==> config.mk <==
export PLATFORM = sky130hd
export DESIGN_NAME = linked_list_pool_engine_core
export DESIGN_NICKNAME = d
export VERILOG_FILES = /design/src/hdl/llpe_pkg.sv /design/src/hdl/linked_list_pool_engine_core.sv /design/src/hdl/llpe_ram.sv /design/src/hdl/llpe_ctrl.sv /design/src/hdl/llpe_dp.sv
export SDC_FILE = /design/constraint.sdc
export NUM_CORES = 2
export LEC_CHECK = 0
export CORE_MARGIN = 4
export CORE_UTILIZATION = 65
export DETAILED_ROUTE_END_ITERATION = 10
export DONT_BUFFER_PORTS = 1
export PLACE_DENSITY = 0.81
export SLEW_MARGIN = 20
export SYNTH_ARGS = -nofsm -noshare
export SYNTH_HDL_FRONTEND = slang
export SYNTH_SLANG_ARGS = --single-unit
==> constraint.sdc <==
create_clock -name clk_i -period 7.5 [get_ports clk_i]
set_input_delay 0 -clock clk_i [delete_from_list [all_inputs] [get_ports clk_i]]
set_output_delay 0 -clock clk_i [all_outputs]
set_load 0.02 [all_outputs]
==> src/hdl/llpe_pkg.sv <==
// Shared types and constants of the linked-list pool engine.
package llpe_pkg;

  localparam int KIND_W  = 2;
  localparam int HEAD_W  = 5;
  localparam int VALUE_W = 32;

  typedef enum logic [KIND_W-1:0] {
    KIND_APPEND = 2'd0,
    KIND_CONCAT = 2'd1,
    KIND_WALK   = 2'd2
  } kind_e;

  typedef enum logic [1:0] {
    ST_IDLE,
    ST_DECIDE,
    ST_CHASE,
    ST_LINK
  } state_e;

  typedef enum logic [1:0] {
    HEAD_FIRST,
    HEAD_SECOND,
    HEAD_NEW,
    HEAD_CUR
  } head_sel_e;

  typedef struct packed {
    logic      load;
    logic      advance;
    logic      wr_node;
    logic      wr_tail;
    logic      link_to_second;
    logic      inc_count;
    logic      emit;
    head_sel_e head_sel;
    logic      res_empty;
    logic      res_value;
    logic      res_full;
    logic      res_loop;
    logic      res_last;
  } ctrl_t;

  typedef struct packed {
    kind_e kind;
    logic  e1;
    logic  e2;
    logic  full;
    logic  has_next;
    logic  at_limit;
  } stat_t;

endpackage

==> src/hdl/linked_list_pool_engine_core.sv <==
// Top level of the linked-list pool engine.
//
// A request is taken when start is high and busy is low; busy stays high until the
// request is finished. The node pool is read through registered-read RAMs, one link
// per clock. Append to a non-empty list with room and concatenation of two non-empty
// lists follow the first list to its tail, then write the link; a walk produces one
// result per clock. Empty operands and a full pool end in the decide state, and kind 3
// ends there with no result. Busy falls before the next request can be taken.
// Each result shows on the outputs for exactly one cycle with result_valid_o high,
// in the cycle after it is formed; there is no backpressure, so the receiver must take
// every result as it comes. last_o marks the final result of each request. Every
// tail search and walk gives up after POOL_SIZE nodes and reports loop_found_o.
module linked_list_pool_engine_core #(
  parameter int POOL_SIZE  = 32,
  parameter int DATA_WIDTH = 32
) (
  input  logic                                clk_i,
  input  logic                                rst_ni,
  input  logic                                start,
  output logic                                busy,
  input  logic [llpe_pkg::KIND_W-1:0]         kind_i,
  input  logic [llpe_pkg::HEAD_W-1:0]         first_head_i,
  input  logic                                first_empty_i,
  input  logic [llpe_pkg::HEAD_W-1:0]         second_head_i,
  input  logic                                second_empty_i,
  input  logic signed [llpe_pkg::VALUE_W-1:0] value_i,
  output logic                                result_valid_o,
  output logic [llpe_pkg::HEAD_W-1:0]         result_head_o,
  output logic                                result_empty_o,
  output logic signed [llpe_pkg::VALUE_W-1:0] node_value_o,
  output logic                                pool_full_o,
  output logic                                loop_found_o,
  output logic                                last_o
);
  import llpe_pkg::*;

  ctrl_t ctrl;
  stat_t stat;

  llpe_ctrl u_ctrl (
    .clk_i  (clk_i),
    .rst_ni (rst_ni),
    .start  (start),
    .busy   (busy),
    .stat_i (stat),
    .ctrl_o (ctrl)
  );

  llpe_dp #(
    .POOL_SIZE  (POOL_SIZE),
    .DATA_WIDTH (DATA_WIDTH)
  ) u_dp (
    .clk_i          (clk_i),
    .rst_ni         (rst_ni),
    .ctrl_i         (ctrl),
    .stat_o         (stat),
    .kind_i         (kind_i),
    .first_head_i   (first_head_i),
    .first_empty_i  (first_empty_i),
    .second_head_i  (second_head_i),
    .second_empty_i (second_empty_i),
    .value_i        (value_i),
    .result_valid_o (result_valid_o),
    .result_head_o  (result_head_o),
    .result_empty_o (result_empty_o),
    .node_value_o   (node_value_o),
    .pool_full_o    (pool_full_o),
    .loop_found_o   (loop_found_o),
    .last_o         (last_o)
  );

endmodule

==> src/hdl/llpe_ram.sv <==
// Generic single-write, single-read RAM with registered read data.
module llpe_ram #(
  parameter int Width = 32,
  parameter int Depth = 32
) (
  input  logic                     clk_i,
  input  logic                     we_i,
  input  logic [$clog2(Depth)-1:0] waddr_i,
  input  logic [Width-1:0]         wdata_i,
  input  logic [$clog2(Depth)-1:0] raddr_i,
  output logic [Width-1:0]         rdata_o
);

  logic [Width-1:0] mem_q [Depth];
  logic [Width-1:0] rdata_q;

  always_ff @(posedge clk_i) begin
    if (we_i) begin
      mem_q[waddr_i] <= wdata_i;
    end
    rdata_q <= mem_q[raddr_i];
  end

  assign rdata_o = rdata_q;

endmodule

==> src/hdl/llpe_ctrl.sv <==
// Request sequencer of the linked-list pool engine.
module llpe_ctrl (
  input  logic            clk_i,
  input  logic            rst_ni,
  input  logic            start,
  output logic            busy,
  input  llpe_pkg::stat_t stat_i,
  output llpe_pkg::ctrl_t ctrl_o
);
  import llpe_pkg::*;

  state_e state_q, state_d;

  always_ff @(posedge clk_i or negedge rst_ni) begin
    if (!rst_ni) begin
      state_q <= ST_IDLE;
    end else begin
      state_q <= state_d;
    end
  end

  assign busy = (state_q != ST_IDLE);

  // next state
  always_comb begin
    state_d = state_q;
    unique case (state_q)
      ST_IDLE: begin
        if (start) begin
          state_d = ST_DECIDE;
        end
      end
      ST_DECIDE: begin
        unique case (stat_i.kind)
          KIND_APPEND: begin
            state_d = (stat_i.full || stat_i.e1) ? ST_IDLE : ST_CHASE;
          end
          KIND_CONCAT: begin
            state_d = (stat_i.e1 || stat_i.e2) ? ST_IDLE : ST_CHASE;
          end
          KIND_WALK: begin
            state_d = stat_i.e1 ? ST_IDLE : ST_CHASE;
          end
          default: state_d = ST_IDLE;
        endcase
      end
      ST_CHASE: begin
        if (stat_i.kind == KIND_WALK) begin
          if (!stat_i.has_next || stat_i.at_limit) begin
            state_d = ST_IDLE;
          end
        end else if (!stat_i.has_next) begin
          state_d = ST_LINK;
        end else if (stat_i.at_limit) begin
          state_d = ST_IDLE;
        end
      end
      ST_LINK: state_d = ST_IDLE;
      default: state_d = ST_IDLE;
    endcase
  end

  // commands
  always_comb begin
    ctrl_o          = '0;
    ctrl_o.head_sel = HEAD_FIRST;
    unique case (state_q)
      ST_IDLE: begin
        ctrl_o.load = start;
      end
      ST_DECIDE: begin
        unique case (stat_i.kind)
          KIND_APPEND: begin
            if (stat_i.full) begin
              ctrl_o.emit      = 1'b1;
              ctrl_o.res_empty = stat_i.e1;
              ctrl_o.res_full  = 1'b1;
              ctrl_o.res_last  = 1'b1;
            end else if (stat_i.e1) begin
              // empty list: the new node is the whole list
              ctrl_o.wr_node   = 1'b1;
              ctrl_o.inc_count = 1'b1;
              ctrl_o.emit      = 1'b1;
              ctrl_o.head_sel  = HEAD_NEW;
              ctrl_o.res_last  = 1'b1;
            end
          end
          KIND_CONCAT: begin
            if (stat_i.e1) begin
              ctrl_o.emit      = 1'b1;
              ctrl_o.head_sel  = HEAD_SECOND;
              ctrl_o.res_empty = stat_i.e2;
              ctrl_o.res_last  = 1'b1;
            end else if (stat_i.e2) begin
              ctrl_o.emit     = 1'b1;
              ctrl_o.res_last = 1'b1;
            end
          end
          KIND_WALK: begin
            if (stat_i.e1) begin
              ctrl_o.emit      = 1'b1;
              ctrl_o.res_empty = 1'b1;
              ctrl_o.res_last  = 1'b1;
            end
          end
          default: ;
        endcase
      end
      ST_CHASE: begin
        if (stat_i.kind == KIND_WALK) begin
          ctrl_o.emit      = 1'b1;
          ctrl_o.head_sel  = HEAD_CUR;
          ctrl_o.res_value = 1'b1;
          ctrl_o.res_loop  = stat_i.has_next && stat_i.at_limit;
          ctrl_o.res_last  = !stat_i.has_next || stat_i.at_limit;
          ctrl_o.advance   = stat_i.has_next && !stat_i.at_limit;
        end else if (!stat_i.has_next) begin
          // tail found; append stores its node now, the tail link follows
          ctrl_o.wr_node = (stat_i.kind == KIND_APPEND);
        end else if (stat_i.at_limit) begin
          ctrl_o.emit     = 1'b1;
          ctrl_o.res_loop = 1'b1;
          ctrl_o.res_last = 1'b1;
        end else begin
          ctrl_o.advance = 1'b1;
        end
      end
      ST_LINK: begin
        ctrl_o.wr_tail        = 1'b1;
        ctrl_o.link_to_second = (stat_i.kind != KIND_APPEND);
        ctrl_o.inc_count      = (stat_i.kind == KIND_APPEND);
        ctrl_o.emit           = 1'b1;
        ctrl_o.res_last       = 1'b1;
      end
      default: ;
    endcase
  end

endmodule

==> src/hdl/llpe_dp.sv <==
// Datapath of the linked-list pool engine: node pool, pointers and result registers.
module llpe_dp #(
  parameter int POOL_SIZE  = 32,
  parameter int DATA_WIDTH = 32
) (
  input  logic                                clk_i,
  input  logic                                rst_ni,
  input  llpe_pkg::ctrl_t                     ctrl_i,
  output llpe_pkg::stat_t                     stat_o,
  input  logic [llpe_pkg::KIND_W-1:0]         kind_i,
  input  logic [llpe_pkg::HEAD_W-1:0]         first_head_i,
  input  logic                                first_empty_i,
  input  logic [llpe_pkg::HEAD_W-1:0]         second_head_i,
  input  logic                                second_empty_i,
  input  logic signed [llpe_pkg::VALUE_W-1:0] value_i,
  output logic                                result_valid_o,
  output logic [llpe_pkg::HEAD_W-1:0]         result_head_o,
  output logic                                result_empty_o,
  output logic signed [llpe_pkg::VALUE_W-1:0] node_value_o,
  output logic                                pool_full_o,
  output logic                                loop_found_o,
  output logic                                last_o
);
  import llpe_pkg::*;

  localparam int IdxW  = $clog2(POOL_SIZE);
  localparam int CntW  = $clog2(POOL_SIZE + 1);
  localparam int LinkW = IdxW + 1;
  localparam int CmpW  = (CntW > HEAD_W) ? CntW : HEAD_W;

  // request registers
  kind_e                 kind_q;
  logic [HEAD_W-1:0]     head1_q, head2_q;
  logic                  e1_q, e2_q;
  logic [DATA_WIDTH-1:0] val_q;
  logic [IdxW-1:0]       cur_q, cur_d;
  logic [IdxW-1:0]       step_q, step_d;
  logic [CntW-1:0]       count_q, count_d;

  // result registers
  logic                     res_valid_q;
  logic [HEAD_W-1:0]        res_head_q, res_head_d;
  logic                     res_empty_q;
  logic signed [VALUE_W-1:0] res_value_q, res_value_d;
  logic                     res_full_q, res_loop_q, res_last_q;

  logic                  live1, live2;
  logic [IdxW-1:0]       new_idx, rd_addr, link_idx, link_target;
  logic                  link_valid;
  logic [DATA_WIDTH-1:0] data_rdata;
  logic [LinkW-1:0]      link_rdata, link_wdata;
  logic [IdxW-1:0]       link_waddr;
  logic [HEAD_W-1:0]     head_mux;

  // a head at or above the fill level names no list
  assign live1 = CmpW'(first_head_i) < CmpW'(count_q);
  assign live2 = CmpW'(second_head_i) < CmpW'(count_q);

  assign new_idx    = IdxW'(count_q);
  assign link_valid = link_rdata[IdxW];
  assign link_idx   = link_rdata[IdxW-1:0];

  assign stat_o.kind     = kind_q;
  assign stat_o.e1       = e1_q;
  assign stat_o.e2       = e2_q;
  assign stat_o.full     = (count_q == CntW'(POOL_SIZE));
  assign stat_o.has_next = link_valid && (CntW'(link_idx) < count_q);
  assign stat_o.at_limit = (step_q == IdxW'(POOL_SIZE - 1));

  // read data always belongs to cur_q, one node per cycle while chasing
  always_comb begin
    if (ctrl_i.load) begin
      rd_addr = IdxW'(first_head_i);
    end else if (ctrl_i.advance) begin
      rd_addr = link_idx;
    end else begin
      rd_addr = cur_q;
    end
  end

  always_comb begin
    cur_d  = cur_q;
    step_d = step_q;
    if (ctrl_i.load) begin
      cur_d  = IdxW'(first_head_i);
      step_d = '0;
    end else if (ctrl_i.advance) begin
      cur_d  = link_idx;
      step_d = step_q + 1'b1;
    end
  end

  assign count_d = ctrl_i.inc_count ? count_q + 1'b1 : count_q;

  assign link_target = ctrl_i.link_to_second ? IdxW'(head2_q) : new_idx;
  assign link_waddr  = ctrl_i.wr_tail ? cur_q : new_idx;
  assign link_wdata  = ctrl_i.wr_tail ? {1'b1, link_target} : '0;

  llpe_ram #(
    .Width (DATA_WIDTH),
    .Depth (POOL_SIZE)
  ) u_data_ram (
    .clk_i   (clk_i),
    .we_i    (ctrl_i.wr_node),
    .waddr_i (new_idx),
    .wdata_i (val_q),
    .raddr_i (rd_addr),
    .rdata_o (data_rdata)
  );

  llpe_ram #(
    .Width (LinkW),
    .Depth (POOL_SIZE)
  ) u_link_ram (
    .clk_i   (clk_i),
    .we_i    (ctrl_i.wr_node | ctrl_i.wr_tail),
    .waddr_i (link_waddr),
    .wdata_i (link_wdata),
    .raddr_i (rd_addr),
    .rdata_o (link_rdata)
  );

  always_comb begin
    unique case (ctrl_i.head_sel)
      HEAD_FIRST:  head_mux = head1_q;
      HEAD_SECOND: head_mux = head2_q;
      HEAD_NEW:    head_mux = HEAD_W'(new_idx);
      HEAD_CUR:    head_mux = HEAD_W'(cur_q);
      default:     head_mux = head1_q;
    endcase
  end

  assign res_head_d  = ctrl_i.res_empty ? '0 : head_mux;
  assign res_value_d = ctrl_i.res_value ? VALUE_W'($signed(data_rdata)) : '0;

  always_ff @(posedge clk_i or negedge rst_ni) begin
    if (!rst_ni) begin
      count_q     <= '0;
      res_valid_q <= 1'b0;
    end else begin
      count_q     <= count_d;
      res_valid_q <= ctrl_i.emit;
    end
  end

  always_ff @(posedge clk_i) begin
    cur_q  <= cur_d;
    step_q <= step_d;
    if (ctrl_i.load) begin
      kind_q  <= kind_e'(kind_i);
      head1_q <= first_head_i;
      head2_q <= second_head_i;
      e1_q    <= first_empty_i | !live1;
      e2_q    <= second_empty_i | !live2;
      val_q   <= DATA_WIDTH'(value_i);
    end
    if (ctrl_i.emit) begin
      res_head_q  <= res_head_d;
      res_empty_q <= ctrl_i.res_empty;
      res_value_q <= res_value_d;
      res_full_q  <= ctrl_i.res_full;
      res_loop_q  <= ctrl_i.res_loop;
      res_last_q  <= ctrl_i.res_last;
    end
  end

  assign result_valid_o = res_valid_q;
  assign result_head_o  = res_head_q;
  assign result_empty_o = res_empty_q;
  assign node_value_o   = res_value_q;
  assign pool_full_o    = res_full_q;
  assign loop_found_o   = res_loop_q;
  assign last_o         = res_last_q;

endmodule

==> run metrics <==
Area after DPL 54300 sq um; H-tree lvl count 4; CP Data Arrival Time 5.82 ns; YS warnings 0; initial core utilization 65.9%; first-pass GRT wire length 203 mm; DR iter-0 viols 5999; clk slew on worst S/H paths 0.06 ns; fin crit period 5.25 ns; die width 294 um; r2r worst-path depth 13; GPL Wtd Cong 0.880; Final nets 3479; Mapped Cells 3369; core footprint 80800 sq um; CTS tree built; hold_sp first_empty_i; outcome completed; synthesized flop and latch total 1360; critical path launch point type register; hold slack final 0.0350 ns; die area 86500 sq um; Clk Tree Root Cell clkbuf_16; Crit Path Class reg2reg; Critical Path RT 8.06 ns; global route overflow 0; Critical R2R Capture u_dp.u_data_ram.rdata_o[24]$_DFF_P_; Leak 0.0196 uW; Tot Pwr 22800 uW; Setup TNS 0 ns; I/O pin count 92; Hold Path Stages 2; WL/cell 30.5 um; max-slew violations 0; ratio of cells with drive above 1 in the final layout 9.38%; GRT Total Usage 31.9%; maxcap violations 0; DRT antenna net count 0; post-synthesis sequential area ratio 75.8%; fraction of registers with async set/reset 0.662%; final routed DRC violation total 0; post-synthesis area per instance 15.8 sq um; Post-Syn Area 53200 sq um; RSZ-0062 raised after global routing false; max_slew headroom 23.4%; Port Buffers 0; pre-CTS setup slack 2.53 ns; Power Dens Cells 382 nW/um^2; Post-synth EDFFs 1303; commonest non-fill, non-tap cell in the layout edfxtp_1; fin crit share 70.0%; design area 59700 sq um; DR vias 32900; syn_nets 3440; worst skew pair latency 0.75 ns; worst r2r src u_ctrl.state_q[1]$_DFFE_PN0P_; number of distinct library cells after synthesis 58; CP Capture Type register; CTS buffer count 133; Tightest Pin Transition 1.15 ns; area delta synth->final 12.1%; Die H 294 um; Final Hold Vio Count 0; Avg Vias per Cell 7.17; Clock Skew 0.0490 ns; dominant synthesized flop cell edfxtp_1; vias in the first global route 31900; Final WS setup 2.25 ns; largest net degree at the start of global routing 246; WHS Endpoint u_dp.e1_q$_DFFE_PP_; reg-to-reg slack, setup 2.25 ns; WL final 140 mm; Worst Hold Class in2reg; Pre-Repair DR Iteration Count 7; Max Root-Sink Buffers 3; fmax 0.190 GHz; initial antenna violation count 3; clock sinks 1360; most frequent cells in the layout 1303 x edfxtp_1, 357 x nand2_1, 306 x a31oi_1; Max VDD drop 0.000511 V; cell row count 104; hpwl dp 71.7 mm; worst-path maximum fanout 122; final setup fails 0
## cells in the mapped netlist (3+ instances only)
library cell	count	area (sq um)
ha_1	22	275
buf_4	27	203
a21oi_1	18	90.1
nand2_1	357	1340
inv_1	16	60.1
or2_2	5	31.3
and3_1	35	219
nor4_1	31	194
buf_1	14	52.6
xor2_1	3	26.3
a22oi_1	304	2280
nor3_1	8	40.0
buf_6	9	101
nand3_1	12	60.1
nand2b_1	11	68.8
o22ai_1	153	957
o31ai_1	3	22.5
mux2i_1	304	3040
o21ai_0	14	70.1
nor4_2	9	113
dfxtp_1	48	961
edfxtp_1	1303	39100
nor2_1	82	308
o21a_1	3	22.5
nand3b_1	5	37.5
a31o_2	5	43.8
dfrtp_1	9	225
xnor2_1	5	43.8
a21boi_0	7	52.6
nor2b_1	3	18.8
a31oi_1	306	1910
buf_2	81	405
clkbuf_1	124	465
## registers in the layout, summed over array words and instances (netlist names)
name and flops:
u_dp.last_o 1, u_dp.head2_q 5, u_dp.head1_q 5, u_dp.u_link_ram.mem_q 192, u_dp.step_q 5, u_dp.u_data_ram.mem_q 1024, u_dp.val_q 32, u_dp.result_valid_o 1
u_ctrl.state_q 2, u_dp.node_value_o 32, u_dp.result_empty_o 1, u_dp.pool_full_o 1, u_dp.u_data_ram.rdata_o 32, u_dp.kind_q 2, u_dp.result_head_o 5, u_dp.e2_q 1
u_dp.e1_q 1, u_dp.u_link_ram.rdata_o 6, u_dp.cur_q 5, u_dp.loop_found_o 1, u_dp.count_q 6
## per-stage QoR
stage               std cells  util (%)
floorplan                3369         -
global placement         4241      67.2
detailed placement       4242      67.2
CTS                      4579      73.8
global route             4582      73.8
finish                   4585      73.8
## area by class of cell
| type | instances | area (sq um) |
|---|---|---|
| Timing Repair Buffer | 159 | 1520 |
| Sequential cell | 1360 | 40300 |
| Clock buffer | 174 | 3540 |
| Clock inverter | 73 | 910 |
| Multi-Input combinational cell | 1738 | 12000 |
| Antenna cell | 5 | 12.5 |
| Tap cell | 1060 | 1330 |
| Fill cell | 4424 | 21200 |
| Inverter | 16 | 60.1 |
## cell families (layout without fill, tap and decap cells)
group	count (synthesis)	count (layout)	synth area share (%)
buffers and inverters	271	422	2.42
AND/OR/NAND/NOR	567	567	4.70
other	0	5	0
adder cells (fa/ha/maj)	22	22	0.517
XOR/XNOR	8	8	0.132
AO/OA/AOI/OAI	836	836	10.7
flip-flops	1360	1360	75.8
multiplexers	305	305	5.74
## worst max-delay path, stage by stage (launching register included)
cell      delay, ns
dfrtp_1        0.43
inv_1          0.12
ha_1           0.32
nand2_2        0.20
inv_2          0.33
buf_4          0.70
nor2_1         0.09
o211ai_1       0.19
o31a_2         0.84
buf_12         0.49
a31oi_1        0.19
a22oi_1        0.22
o22ai_1        0.14
nor4_1         0.64
## worst max-delay path by stage
stage                                        startpoint                                   to  cells past startpoint
final                     u_ctrl.state_q[1]$_DFFE_PN0P_  u_dp.u_data_ram.rdata_o[24]$_DFF_P_                     13
after global routing      u_ctrl.state_q[1]$_DFFE_PN0P_  u_dp.u_data_ram.rdata_o[24]$_DFF_P_                     13
after CTS                 u_ctrl.state_q[1]$_DFFE_PN0P_  u_dp.u_data_ram.rdata_o[24]$_DFF_P_                     13
after detailed placement  u_ctrl.state_q[1]$_DFFE_PN0P_  u_dp.u_data_ram.rdata_o[24]$_DFF_P_                     13
after global placement    u_ctrl.state_q[0]$_DFFE_PN0P_  u_dp.u_data_ram.rdata_o[24]$_DFF_P_                     13
after floorplan             u_dp.count_q[4]$_DFFE_PN0P_                u_dp.last_o$_DFFE_PP_                      9
## metal layers
metal  track usage (%)  share of wire, %  up-vias
li1                  -                 -    13600
met1              43.1                35    16200
met2              51.1                48     2638
met3              7.79                13      466
met4              12.7               4.0        0
met5                 0                 0        -
## where the power goes
group / total, uW / switching, uW / internal [uW]
Clock: 6730 / 2890 / 3840
Combinational: 6470 / 4250 / 2220
Sequential: 9610 / 618 / 8990
## what timing repair did
item / 4_1_cts / 5_1_grt
hold buffers: 90 / 1
hold endpoints to repair: 74 / 1
setup buffers: 0 / 0
setup endpoints to repair: 0 / 0
gates resized for setup: 0 / 0
(Power assumes the default switching activity.)
